### src/hdl/rpn_stack_alu_core_macros.svh
// Assertion macros shared by the calculator RTL.
// Depends on nothing; included by the top level only.
`ifndef RPN_STACK_ALU_CORE_MACROS_SVH
`define RPN_STACK_ALU_CORE_MACROS_SVH
`ifndef NO_ASSERTIONS
`define RSA_ASSERT_IMP(label, clk, rst, a, c) \
  label: assert property (@(posedge clk) disable iff (rst) (a) |-> (c)) else $error("label");
`define RSA_ASSERT_NXT(label, clk, rst, a, c) \
  label: assert property (@(posedge clk) disable iff (rst) (a) |=> (c)) else $error("label");
`else
`define RSA_ASSERT_IMP(label, clk, rst, a, c)
`define RSA_ASSERT_NXT(label, clk, rst, a, c)
`endif
`endif

### src/hdl/rsa_pkg.sv
// Shared types and codes for the calculator core.
// No dependencies; imported by the controller, datapath and top level.
`default_nettype none
package rsa_pkg;
  localparam int unsigned MAX_RESULTS = 16;

  typedef enum logic [3:0] {
    OP_PUSH = 4'd0, OP_ADD = 4'd1, OP_SUB = 4'd2, OP_MUL = 4'd3, OP_DIV = 4'd4,
    OP_PTOP = 4'd5, OP_PALL = 4'd6, OP_DUP = 4'd7, OP_SWAP = 4'd8
  } op_t;

  typedef enum logic [2:0] {
    ST_OK = 3'd0, ST_UNDER = 3'd1, ST_OVER = 3'd2, ST_FULL = 3'd3, ST_DIVZ = 3'd4
  } status_t;

  typedef enum logic [3:0] {
    S_IDLE, S_POP1, S_POP2, S_READ, S_EXEC, S_DIV, S_DIVFIN, S_WRITE, S_WRITE2,
    S_PREAD, S_PWAIT, S_OUT
  } state_t;

  // Controller to datapath
  typedef struct packed {
    logic       load_in;     // capture operand_value
    logic       rd_req;      // read entry at count - 1 - rd_off
    logic       rd_to_a;     // 1: read data goes to operand a, else b
    logic       dec;         // count - 1
    logic       inc;         // count + 1, writing wr_sel
    logic [1:0] wr_sel;      // 0 input, 1 result, 2 operand a, 3 operand b
    logic       alu_go;      // compute add/sub/mul result or take the quotient
    logic       div_start;
    logic       out_load;    // load output register
    logic       out_from_rd; // printed value from read data
    status_t    out_status;
    logic       out_last;
    logic       rd_off_clr;
    logic       rd_off_inc;
  } rsa_cmd_t;

  // Datapath to controller
  typedef struct packed {
    logic empty;
    logic full;
    logic ovf;        // add/sub/mul overflow
    logic divz;
    logic div_ovf;
    logic div_done;
    logic walk_end;   // next print would exceed count or the result limit
    logic out_busy;
  } rsa_stat_t;
endpackage
`default_nettype wire

### src/hdl/rsa_div.sv
// Iterative signed 32-bit divider, one quotient bit per cycle.
// Uses no package; instantiated by the datapath.
`default_nettype none
module rsa_div (
  input  wire logic        clk,
  input  wire logic        rst,
  input  wire logic        start,
  input  wire logic [31:0] dividend,
  input  wire logic [31:0] divisor,
  output logic             done,
  output logic [31:0]      quotient
);
  logic [31:0] rem, quo, dvs;
  logic [5:0]  cnt;
  logic        neg, busy;
  logic [32:0] trial;

  assign trial = {rem[31:0], quo[31]} - {1'b0, dvs};

  // Shift-subtract restoring division on magnitudes
  always_ff @(posedge clk) begin
    if (rst) begin
      busy <= 1'b0;
      done <= 1'b0;
    end else begin
      done <= 1'b0;
      if (start) begin
        busy <= 1'b1;
        cnt  <= 6'd32;
        rem  <= '0;
        quo  <= dividend[31] ? -dividend : dividend;
        dvs  <= divisor[31] ? -divisor : divisor;
        neg  <= dividend[31] ^ divisor[31];
      end else if (busy) begin
        if (!trial[32]) begin
          rem <= trial[31:0];
          quo <= {quo[30:0], 1'b1};
        end else begin
          rem <= {rem[30:0], quo[31]};
          quo <= {quo[30:0], 1'b0};
        end
        cnt <= cnt - 6'd1;
        if (cnt == 6'd1) begin
          busy <= 1'b0;
          done <= 1'b1;
        end
      end
    end
  end

  assign quotient = neg ? -quo : quo;
endmodule
`default_nettype wire

### src/hdl/rsa_datapath.sv
// Stack memory, count, operand registers, ALU, divider and output register.
// Depends on rsa_pkg and rsa_div.
`default_nettype none
module rsa_datapath #(
  parameter int unsigned STACK_DEPTH = 16
) (
  input  wire logic                clk,
  input  wire logic                rst,
  input  wire rsa_pkg::rsa_cmd_t   cmd,
  input  wire rsa_pkg::op_t        op,
  input  wire logic [31:0]         operand_value,
  input  wire logic                out_ready,
  output rsa_pkg::rsa_stat_t       stat,
  output logic                     out_valid,
  output logic [31:0]              result_value,
  output logic                     has_value,
  output logic [2:0]               status,
  output logic                     last
);
  import rsa_pkg::*;
  localparam int AW = (STACK_DEPTH > 1) ? $clog2(STACK_DEPTH) : 1;
  localparam int CW = $clog2(STACK_DEPTH + 1);

  logic [31:0] mem [STACK_DEPTH];
  logic [31:0] rd_data, opa, opb, inval, res, wdat;
  logic [CW-1:0] count;
  logic [4:0]  rd_off;
  logic [CW-1:0] rd_idx;
  logic [32:0] sum;
  logic [63:0] prod;
  logic        ovf;
  logic        div_done;
  logic [31:0] quo;

  assign rd_idx = count - CW'(1) - CW'(rd_off);

  // Stack memory: one write port, registered read into the print and operand registers
  always_ff @(posedge clk) begin
    if (cmd.inc) mem[count[AW-1:0]] <= wdat;
    if (cmd.rd_req) begin
      rd_data <= mem[rd_idx[AW-1:0]];
      if (cmd.rd_to_a) opa <= mem[rd_idx[AW-1:0]];
      else opb <= mem[rd_idx[AW-1:0]];
    end
  end

  always_comb begin
    unique case (cmd.wr_sel)
      2'd0:    wdat = inval;
      2'd1:    wdat = res;
      2'd2:    wdat = opa;
      default: wdat = opb;
    endcase
  end

  // Count and walk offset
  always_ff @(posedge clk) begin
    if (rst) begin
      count  <= '0;
      rd_off <= '0;
    end else begin
      if (cmd.dec) count <= count - CW'(1);
      else if (cmd.inc) count <= count + CW'(1);
      if (cmd.rd_off_clr) rd_off <= '0;
      else if (cmd.rd_off_inc) rd_off <= rd_off + 5'd1;
    end
  end

  // Capture the push value; a is the first popped (top), b the second
  always_ff @(posedge clk) begin
    if (cmd.load_in) inval <= operand_value;
  end

  // Second minus top, or second plus top, with one guard bit
  assign sum = (op == OP_SUB) ? ({opb[31], opb} - {opa[31], opa})
                              : ({opb[31], opb} + {opa[31], opa});
  assign prod = $signed(opb) * $signed(opa);

  // Add/sub/mul or quotient, result registered
  always_ff @(posedge clk) begin
    if (cmd.alu_go) begin
      unique case (op)
        OP_ADD, OP_SUB: begin
          res <= sum[31:0];
          ovf <= sum[32] ^ sum[31];
        end
        OP_MUL: begin
          res <= prod[31:0];
          ovf <= (prod[63:31] != {33{1'b0}}) && (prod[63:31] != {33{1'b1}});
        end
        default: begin
          res <= quo;
          ovf <= 1'b0;
        end
      endcase
    end
  end

  rsa_div u_div (
    .clk(clk), .rst(rst), .start(cmd.div_start), .dividend(opb), .divisor(opa),
    .done(div_done), .quotient(quo)
  );

  // Output register
  always_ff @(posedge clk) begin
    if (rst) out_valid <= 1'b0;
    else if (cmd.out_load) out_valid <= 1'b1;
    else if (out_ready) out_valid <= 1'b0;
    if (cmd.out_load) begin
      result_value <= cmd.out_from_rd ? rd_data : '0;
      has_value    <= cmd.out_from_rd;
      status       <= cmd.out_status;
      last         <= cmd.out_last;
    end
  end

  assign stat.empty    = (count == '0);
  assign stat.full     = (count >= CW'(STACK_DEPTH));
  assign stat.ovf      = ovf;
  assign stat.divz     = (opa == '0);
  assign stat.div_ovf  = (opa == 32'hFFFF_FFFF) && (opb == 32'h8000_0000);
  assign stat.div_done = div_done;
  assign stat.walk_end = (32'(rd_off) + 32'd1 >= 32'(count)) ||
                         (rd_off == 5'(MAX_RESULTS - 1));
  assign stat.out_busy = out_valid && !out_ready;
endmodule
`default_nettype wire

### src/hdl/rsa_ctrl.sv
// Sequencer for the calculator: decodes each request into datapath steps.
// Depends on rsa_pkg.
`default_nettype none
module rsa_ctrl (
  input  wire logic               clk,
  input  wire logic               rst,
  input  wire logic               in_valid,
  output logic                    in_ready,
  input  wire rsa_pkg::op_t       op_in,
  output rsa_pkg::op_t            op,
  input  wire rsa_pkg::rsa_stat_t stat,
  output rsa_pkg::rsa_cmd_t       cmd
);
  import rsa_pkg::*;
  state_t  state, state_next;
  op_t     op_next;
  status_t pend, pend_next;      // status of pending result
  logic    pend_last, pend_last_next;

  always_ff @(posedge clk) begin
    if (rst) begin
      state <= S_IDLE;
      op    <= OP_PUSH;
    end else begin
      state <= state_next;
      op    <= op_next;
    end
    pend <= pend_next;
    pend_last <= pend_last_next;
  end

  always_comb begin
    state_next = state;
    op_next    = op;
    pend_next  = pend;
    pend_last_next = pend_last;
    cmd        = '0;
    cmd.out_status = ST_OK;
    in_ready   = (state == S_IDLE);
    unique case (state)
      S_IDLE: begin
        if (in_valid) begin
          op_next = op_in;
          cmd.load_in = 1'b1;
          cmd.rd_off_clr = 1'b1;
          pend_last_next = 1'b1;
          pend_next = ST_OK;
          priority case (op_in)
            OP_PUSH: state_next = S_WRITE;
            OP_ADD, OP_SUB, OP_MUL, OP_DIV, OP_DUP, OP_SWAP: state_next = S_POP1;
            OP_PTOP, OP_PALL: state_next = S_PREAD;
            default: state_next = S_OUT;
          endcase
        end
      end
      // Pop the top into operand a
      S_POP1: begin
        if (stat.empty) begin
          pend_next = ST_UNDER;
          state_next = S_OUT;
        end else begin
          cmd.rd_req = 1'b1;
          cmd.rd_to_a = 1'b1;
          cmd.dec = 1'b1;
          state_next = (op == OP_DUP) ? S_READ : S_POP2;
        end
      end
      // Pop the second into operand b
      S_POP2: begin
        if (stat.empty) begin
          pend_next = ST_UNDER;
          state_next = S_OUT;
        end else begin
          cmd.rd_req = 1'b1;
          cmd.dec = 1'b1;
          state_next = S_READ;
        end
      end
      // Operand registers settle
      S_READ: begin
        if (op == OP_DUP || op == OP_SWAP) state_next = S_WRITE;
        else if (op == OP_DIV) begin
          if (stat.divz) begin
            pend_next = ST_DIVZ;
            state_next = S_OUT;
          end else if (stat.div_ovf) begin
            pend_next = ST_OVER;
            state_next = S_OUT;
          end else begin
            cmd.div_start = 1'b1;
            state_next = S_DIV;
          end
        end else begin
          cmd.alu_go = 1'b1;
          state_next = S_EXEC;
        end
      end
      S_DIV: begin
        if (stat.div_done) state_next = S_DIVFIN;
      end
      S_DIVFIN: begin
        cmd.alu_go = 1'b1;
        state_next = S_EXEC;
      end
      S_EXEC: begin
        if (stat.ovf) begin
          pend_next = ST_OVER;
          state_next = S_OUT;
        end else begin
          cmd.inc = 1'b1;
          cmd.wr_sel = 2'd1;
          state_next = S_OUT;
        end
      end
      // Push input, or first write of dup/swap
      S_WRITE: begin
        if (op == OP_PUSH) begin
          if (stat.full) pend_next = ST_FULL;
          else begin
            cmd.inc = 1'b1;
            cmd.wr_sel = 2'd0;
          end
          state_next = S_OUT;
        end else begin
          cmd.inc = 1'b1;
          cmd.wr_sel = 2'd2;
          state_next = S_WRITE2;
        end
      end
      S_WRITE2: begin
        if (op == OP_DUP) begin
          if (stat.full) pend_next = ST_FULL;
          else begin
            cmd.inc = 1'b1;
            cmd.wr_sel = 2'd2;
          end
        end else begin
          cmd.inc = 1'b1;
          cmd.wr_sel = 2'd3;
        end
        state_next = S_OUT;
      end
      // Read next element to print
      S_PREAD: begin
        if (stat.empty) begin
          pend_next = ST_UNDER;
          state_next = S_OUT;
        end else if (!stat.out_busy) begin
          cmd.rd_req = 1'b1;
          pend_last_next = (op == OP_PTOP) || stat.walk_end;
          state_next = S_PWAIT;
        end
      end
      S_PWAIT: begin
        cmd.out_load = 1'b1;
        cmd.out_from_rd = 1'b1;
        cmd.out_last = pend_last;
        if (pend_last) state_next = S_IDLE;
        else begin
          cmd.rd_off_inc = 1'b1;
          state_next = S_PREAD;
        end
      end
      S_OUT: begin
        if (!stat.out_busy) begin
          cmd.out_load = 1'b1;
          cmd.out_status = pend;
          cmd.out_last = 1'b1;
          state_next = S_IDLE;
        end
      end
      default: state_next = S_IDLE;
    endcase
  end
endmodule
`default_nettype wire

### src/hdl/rpn_stack_alu_core.sv
// Top level of the reverse-Polish calculator core.
// Depends on rsa_pkg, rsa_ctrl, rsa_datapath and the assertion macro header.
//
// Usage:
//   Requests enter on in_valid/in_ready with operation and operand_value.
//   Results leave on out_valid/out_ready with result_value, has_value,
//   status and last; last marks the final result of a request.
//   One request is worked at a time; divide runs the 32-step
//   shift-subtract divider.
//   Print all gives up to 16 results, top first, each read through the
//   stack memory's registered read port.
//   Results sit in one output register; the next request is taken as soon
//   as its result is loaded, even while that result waits for out_ready.
//   A stalled receiver holds the output register and pauses the sequencer
//   before it loads another result.
//   Reset empties the stack (count to zero) and drops any pending result;
//   the memory itself is not cleared.
`default_nettype none
`include "rpn_stack_alu_core_macros.svh"
module rpn_stack_alu_core #(
  parameter int unsigned STACK_DEPTH = 16
) (
  input  wire logic        clk,
  input  wire logic        rst,
  input  wire logic        in_valid,
  output logic             in_ready,
  input  wire logic [3:0]  operation,
  input  wire logic [31:0] operand_value,
  output logic             out_valid,
  input  wire logic        out_ready,
  output logic [31:0]      result_value,
  output logic             has_value,
  output logic [2:0]       status,
  output logic             last
);
  import rsa_pkg::*;
  rsa_cmd_t  cmd;
  rsa_stat_t stat;
  op_t       op;

  rsa_ctrl u_ctrl (
    .clk(clk), .rst(rst), .in_valid(in_valid), .in_ready(in_ready),
    .op_in(op_t'(operation)), .op(op), .stat(stat), .cmd(cmd)
  );

  rsa_datapath #(.STACK_DEPTH(STACK_DEPTH)) u_dp (
    .clk(clk), .rst(rst), .cmd(cmd), .op(op), .operand_value(operand_value),
    .out_ready(out_ready), .stat(stat), .out_valid(out_valid),
    .result_value(result_value), .has_value(has_value), .status(status),
    .last(last)
  );

  `RSA_ASSERT_IMP(a_no_inc_dec, clk, rst, 1'b1, !(cmd.inc && cmd.dec))
  `RSA_ASSERT_IMP(a_no_load_busy, clk, rst, cmd.out_load, !stat.out_busy)
  `RSA_ASSERT_IMP(a_nohas_status, clk, rst, out_valid && has_value, status == ST_OK)
endmodule
`default_nettype wire
### config.mk
export PLATFORM = sky130hd
export DESIGN_NAME = rpn_stack_alu_core
export DESIGN_NICKNAME = d
export VERILOG_FILES = /design/src/hdl/rsa_pkg.sv /design/src/hdl/rsa_div.sv /design/src/hdl/rsa_datapath.sv /design/src/hdl/rsa_ctrl.sv /design/src/hdl/rpn_stack_alu_core.sv
export VERILOG_INCLUDE_DIRS = /design/src /design/src/hdl
export SDC_FILE = /design/constraint.sdc
export NUM_CORES = 2
export LEC_CHECK = 0
export ABC_AREA = 1
export BUFFER_PORTS_ARGS = -buffer_cell sky130_fd_sc_hd__buf_4
export CORE_UTILIZATION = 35
export CTS_CLUSTER_SIZE = 30
export DETAILED_ROUTE_END_ITERATION = 6
export PLACE_DENSITY = 0.48
export SLEW_MARGIN = 20
export SYNTH_ARGS = -nofsm -noshare
export SYNTH_HDL_FRONTEND = slang
export SYNTH_HIERARCHICAL = 1
export SYNTH_SLANG_ARGS = --single-unit
### constraint.sdc
create_clock -name clk -period 18.9 [get_ports clk]
set_input_delay 0.945 -clock clk [delete_from_list [all_inputs] [get_ports clk]]
set_output_delay 0.945 -clock clk [all_outputs]
set_load 0.05 [all_outputs]
==> results.md <==
* CTS max path bufs at 3
* CP startpoint kind: flip-flop
* Fin. max-slew vios at 0
* Largest net degree at the start of global routing at 143
* Hold Path Stages at 1
* Highest cell delay on the worst timing path at 0.98 ns
* Post-CTS sizing at 0
* DRT Wirelength at between 200,000 and 300,000 um
* Final hold vios at 0
* RSZ-0062 raised after global routing: false
* CTS root buffer: clkbuf_16
* Post-Syn Nets at 10,500
* Max Clk Rate at ~110 MHz
* Wire length on met1 at roughly 120,000 um
* Critical path class: reg2reg
* Cells after Synth at slightly above 9,000
* Clock Skews at 0.0465 ns
* Clock transition at path regs at about 0.08 ns
* Rows at roughly 180
* Finished Cell Area at just under 0.09 sq mm
* Placer Congestion at 0.954
* Synth warn at 6
* Die Area at around 0.23 sq mm
* Via Count at 61,500
* Num CTS Buffers at 95
* DRC at 0
* Io pins at just under 80
* Status: finished clean
* Worst R2R Path Depth at 33
* Starting DRT DRC Count at 4,850
* Most frequent cell after synthesis: nand2_1
* Top cells by area in the synthesized netlist: edfxtp_1, fa_1, nand2_1
* Final core utilization at roughly two fifths
* Yosys top cell area share at a little under a third
* Final worst-path cycle share at between 40% and 50%
* Routed len/inst at between 20 and 25 um
* Non-filler cells, final at 12,100
* Synth Flop Type: edfxtp_1
* Setup_tns at 0 ns
* Wire length on met3 at about 17,000 um
* Post-Place Cell Area at 0.0842 sq mm
* Worst slew pin tran at approximately 1.2 ns
* Share of cells above drive strength 1 at about 5.6%
* Synth cell count leaders: nand2_1, inv_1, fa_1
* Die width at just under 500 um
* Final min period at roughly 9.1 ns
* CP endpoint kind: flip-flop
* Final #Nets at 10,400
* Post-synth cell types at 62
* CTS tree: done
* Clock Sinks at ~840
* Pre-Repair DR Iteration Count at 6
* Register area share after synthesis at between 30% and 40%
* Max Cap Viol at 0
* Core footprint at roughly 0.23 sq mm
* Highest Signal Layer: met5
* Setup Fix Bufs, Post-CTS at 0
* Asr flop ratio synth at 0%
* Crit-path most repeated cell: nand2_1
* Met2 Wirelength at 129,000 um
* Vias per inst at roughly 5.1
* Hold-fix buffers, CTS at 0
* Critical Path AT at about 9.7 ns
* Final ANT Viol Nets at 0
* Die H at 480 um
* Slew HR at 22.0%
* Number of flops mapped to enable cells by yosys at just over 800
* Final setup fails at 0
* Area Overhead vs Synth at 8.94%
* H-tree Lvls at 3
* CP max FO at 60
* Skew-Pair Late Insertion Delay at 0.75 ns
* Worst path required time at 19.41 ns
* CP max stage cell: fa_1
* Yosys top cell by area: edfxtp_1
* Gr usage total at about a quarter
* Initial Util at a little over a third
* HP Class: in2reg
* Global-route wire length before repair at between 400,000 and 500,000 um
* Grt total ovfl at 0
* DP Wirelength at 205,000 um
* Number of port buffers at 78
* Synthesized cell area at approximately 0.080 sq mm
* Flops & latches, synth at roughly 840
* Syn_area_per_cell at between 8 and 9 sq um
* Initial antenna violation count at 8
* Vias in the first global route at 63,600
* # diodes at 0
* Placed instance count at around 12,000
routing by layer:
layer,vias up,GRT usage [%]
met4,4,7.37
met5,-,0
met3,425,3.61
met1,31200,33.5
li1,27800,-
met2,2029,39.7
kinds of logic after synthesis:
kind of cell / count (synthesis) / synth area share, %
XOR/XNOR: 146 / 1.62
AND/OR/NAND/NOR: 3642 / 18.3
buffers and inverters: 2302 / 11.0
AO/OA/AOI/OAI: 750 / 5.69
flip-flops: 838 / 31.2
multiplexers: 64 / 0.801
adder cells (fa/ha/maj): 1357 / 31.4
final timing paths:
path	to	start	slack (ns)
max	u_dp/ovf	u_dp/opb[31]	9.76
min	u_dp/inval[17]	operand_value[17]	0.38
max reg2reg	u_dp/ovf	u_dp/opb[31]	9.76
min reg2reg	u_dp/result_value[0]	u_dp/rd_data[0]	0.51
per-stage QoR:
stage                     hold slack [ns]  worst slack (ns)
final                               0.382              9.76
after global routing                0.335              9.20
after CTS                           0.330              9.76
after detailed placement            0.493              9.77
after global placement              0.488              9.70
after floorplan                     0.422             11.05
state kept, by name, summed over array words and instances, names as in the netlist, 4 cells and up:
name / cells
u_ctrl/op: 4
u_ctrl/state: 4
u_dp/count: 5
u_dp/inval: 32
u_dp/mem: 512
u_dp/opa: 32
u_dp/opb: 32
u_dp/rd_data: 32
u_dp/rd_off: 5
u_dp/res: 32
u_dp/result_value: 32
u_dp/u_div/cnt: 6
u_dp/u_div/dvs: 32
u_dp/u_div/quo: 32
u_dp/u_div/rem: 32
layout make-up:
class / instances / area, sq um
Clock buffer: 116 / 2460
Fill cell: 23000 / 140000
Sequential cell: 838 / 25000
Tap cell: 3009 / 3760
Multi-Input combinational cell: 5959 / 46600
Timing Repair Buffer: 238 / 1800
Clock inverter: 57 / 492
Inverter: 1894 / 7110
cells in the final DEF, fill, tap and decap left out, types with 26 or more instances in the layout:
cell / n
o221ai_1: 67
nand2_1: 2470
nor2_2: 26
xor2_1: 114
a31oi_1: 40
buf_4: 237
a21oi_1: 205
mux2i_1: 64
nand2_2: 31
xnor2_1: 29
clkinv_1: 29
nand4_1: 59
edfxtp_1: 817
clkbuf_16: 95
ha_1: 271
o21ai_0: 270
nand3_1: 221
o32ai_1: 64
nor3_1: 52
inv_1: 1883
fa_1: 1084
nor2_1: 669
worst max-delay path, delay by kind of cell, from the launching register on:
| family | cells | cell delay [ns] |
|---|---|---|
| DFF | 1 | 0.37 |
| adders and majority gates | 9 | 5.07 |
| buffers and inverters | 7 | 1.42 |
| and+or+nand+nor | 17 | 2.02 |
Power is not shown: default switching activity piles up to over one toggle a cycle in this logic, so the estimate is an artifact.
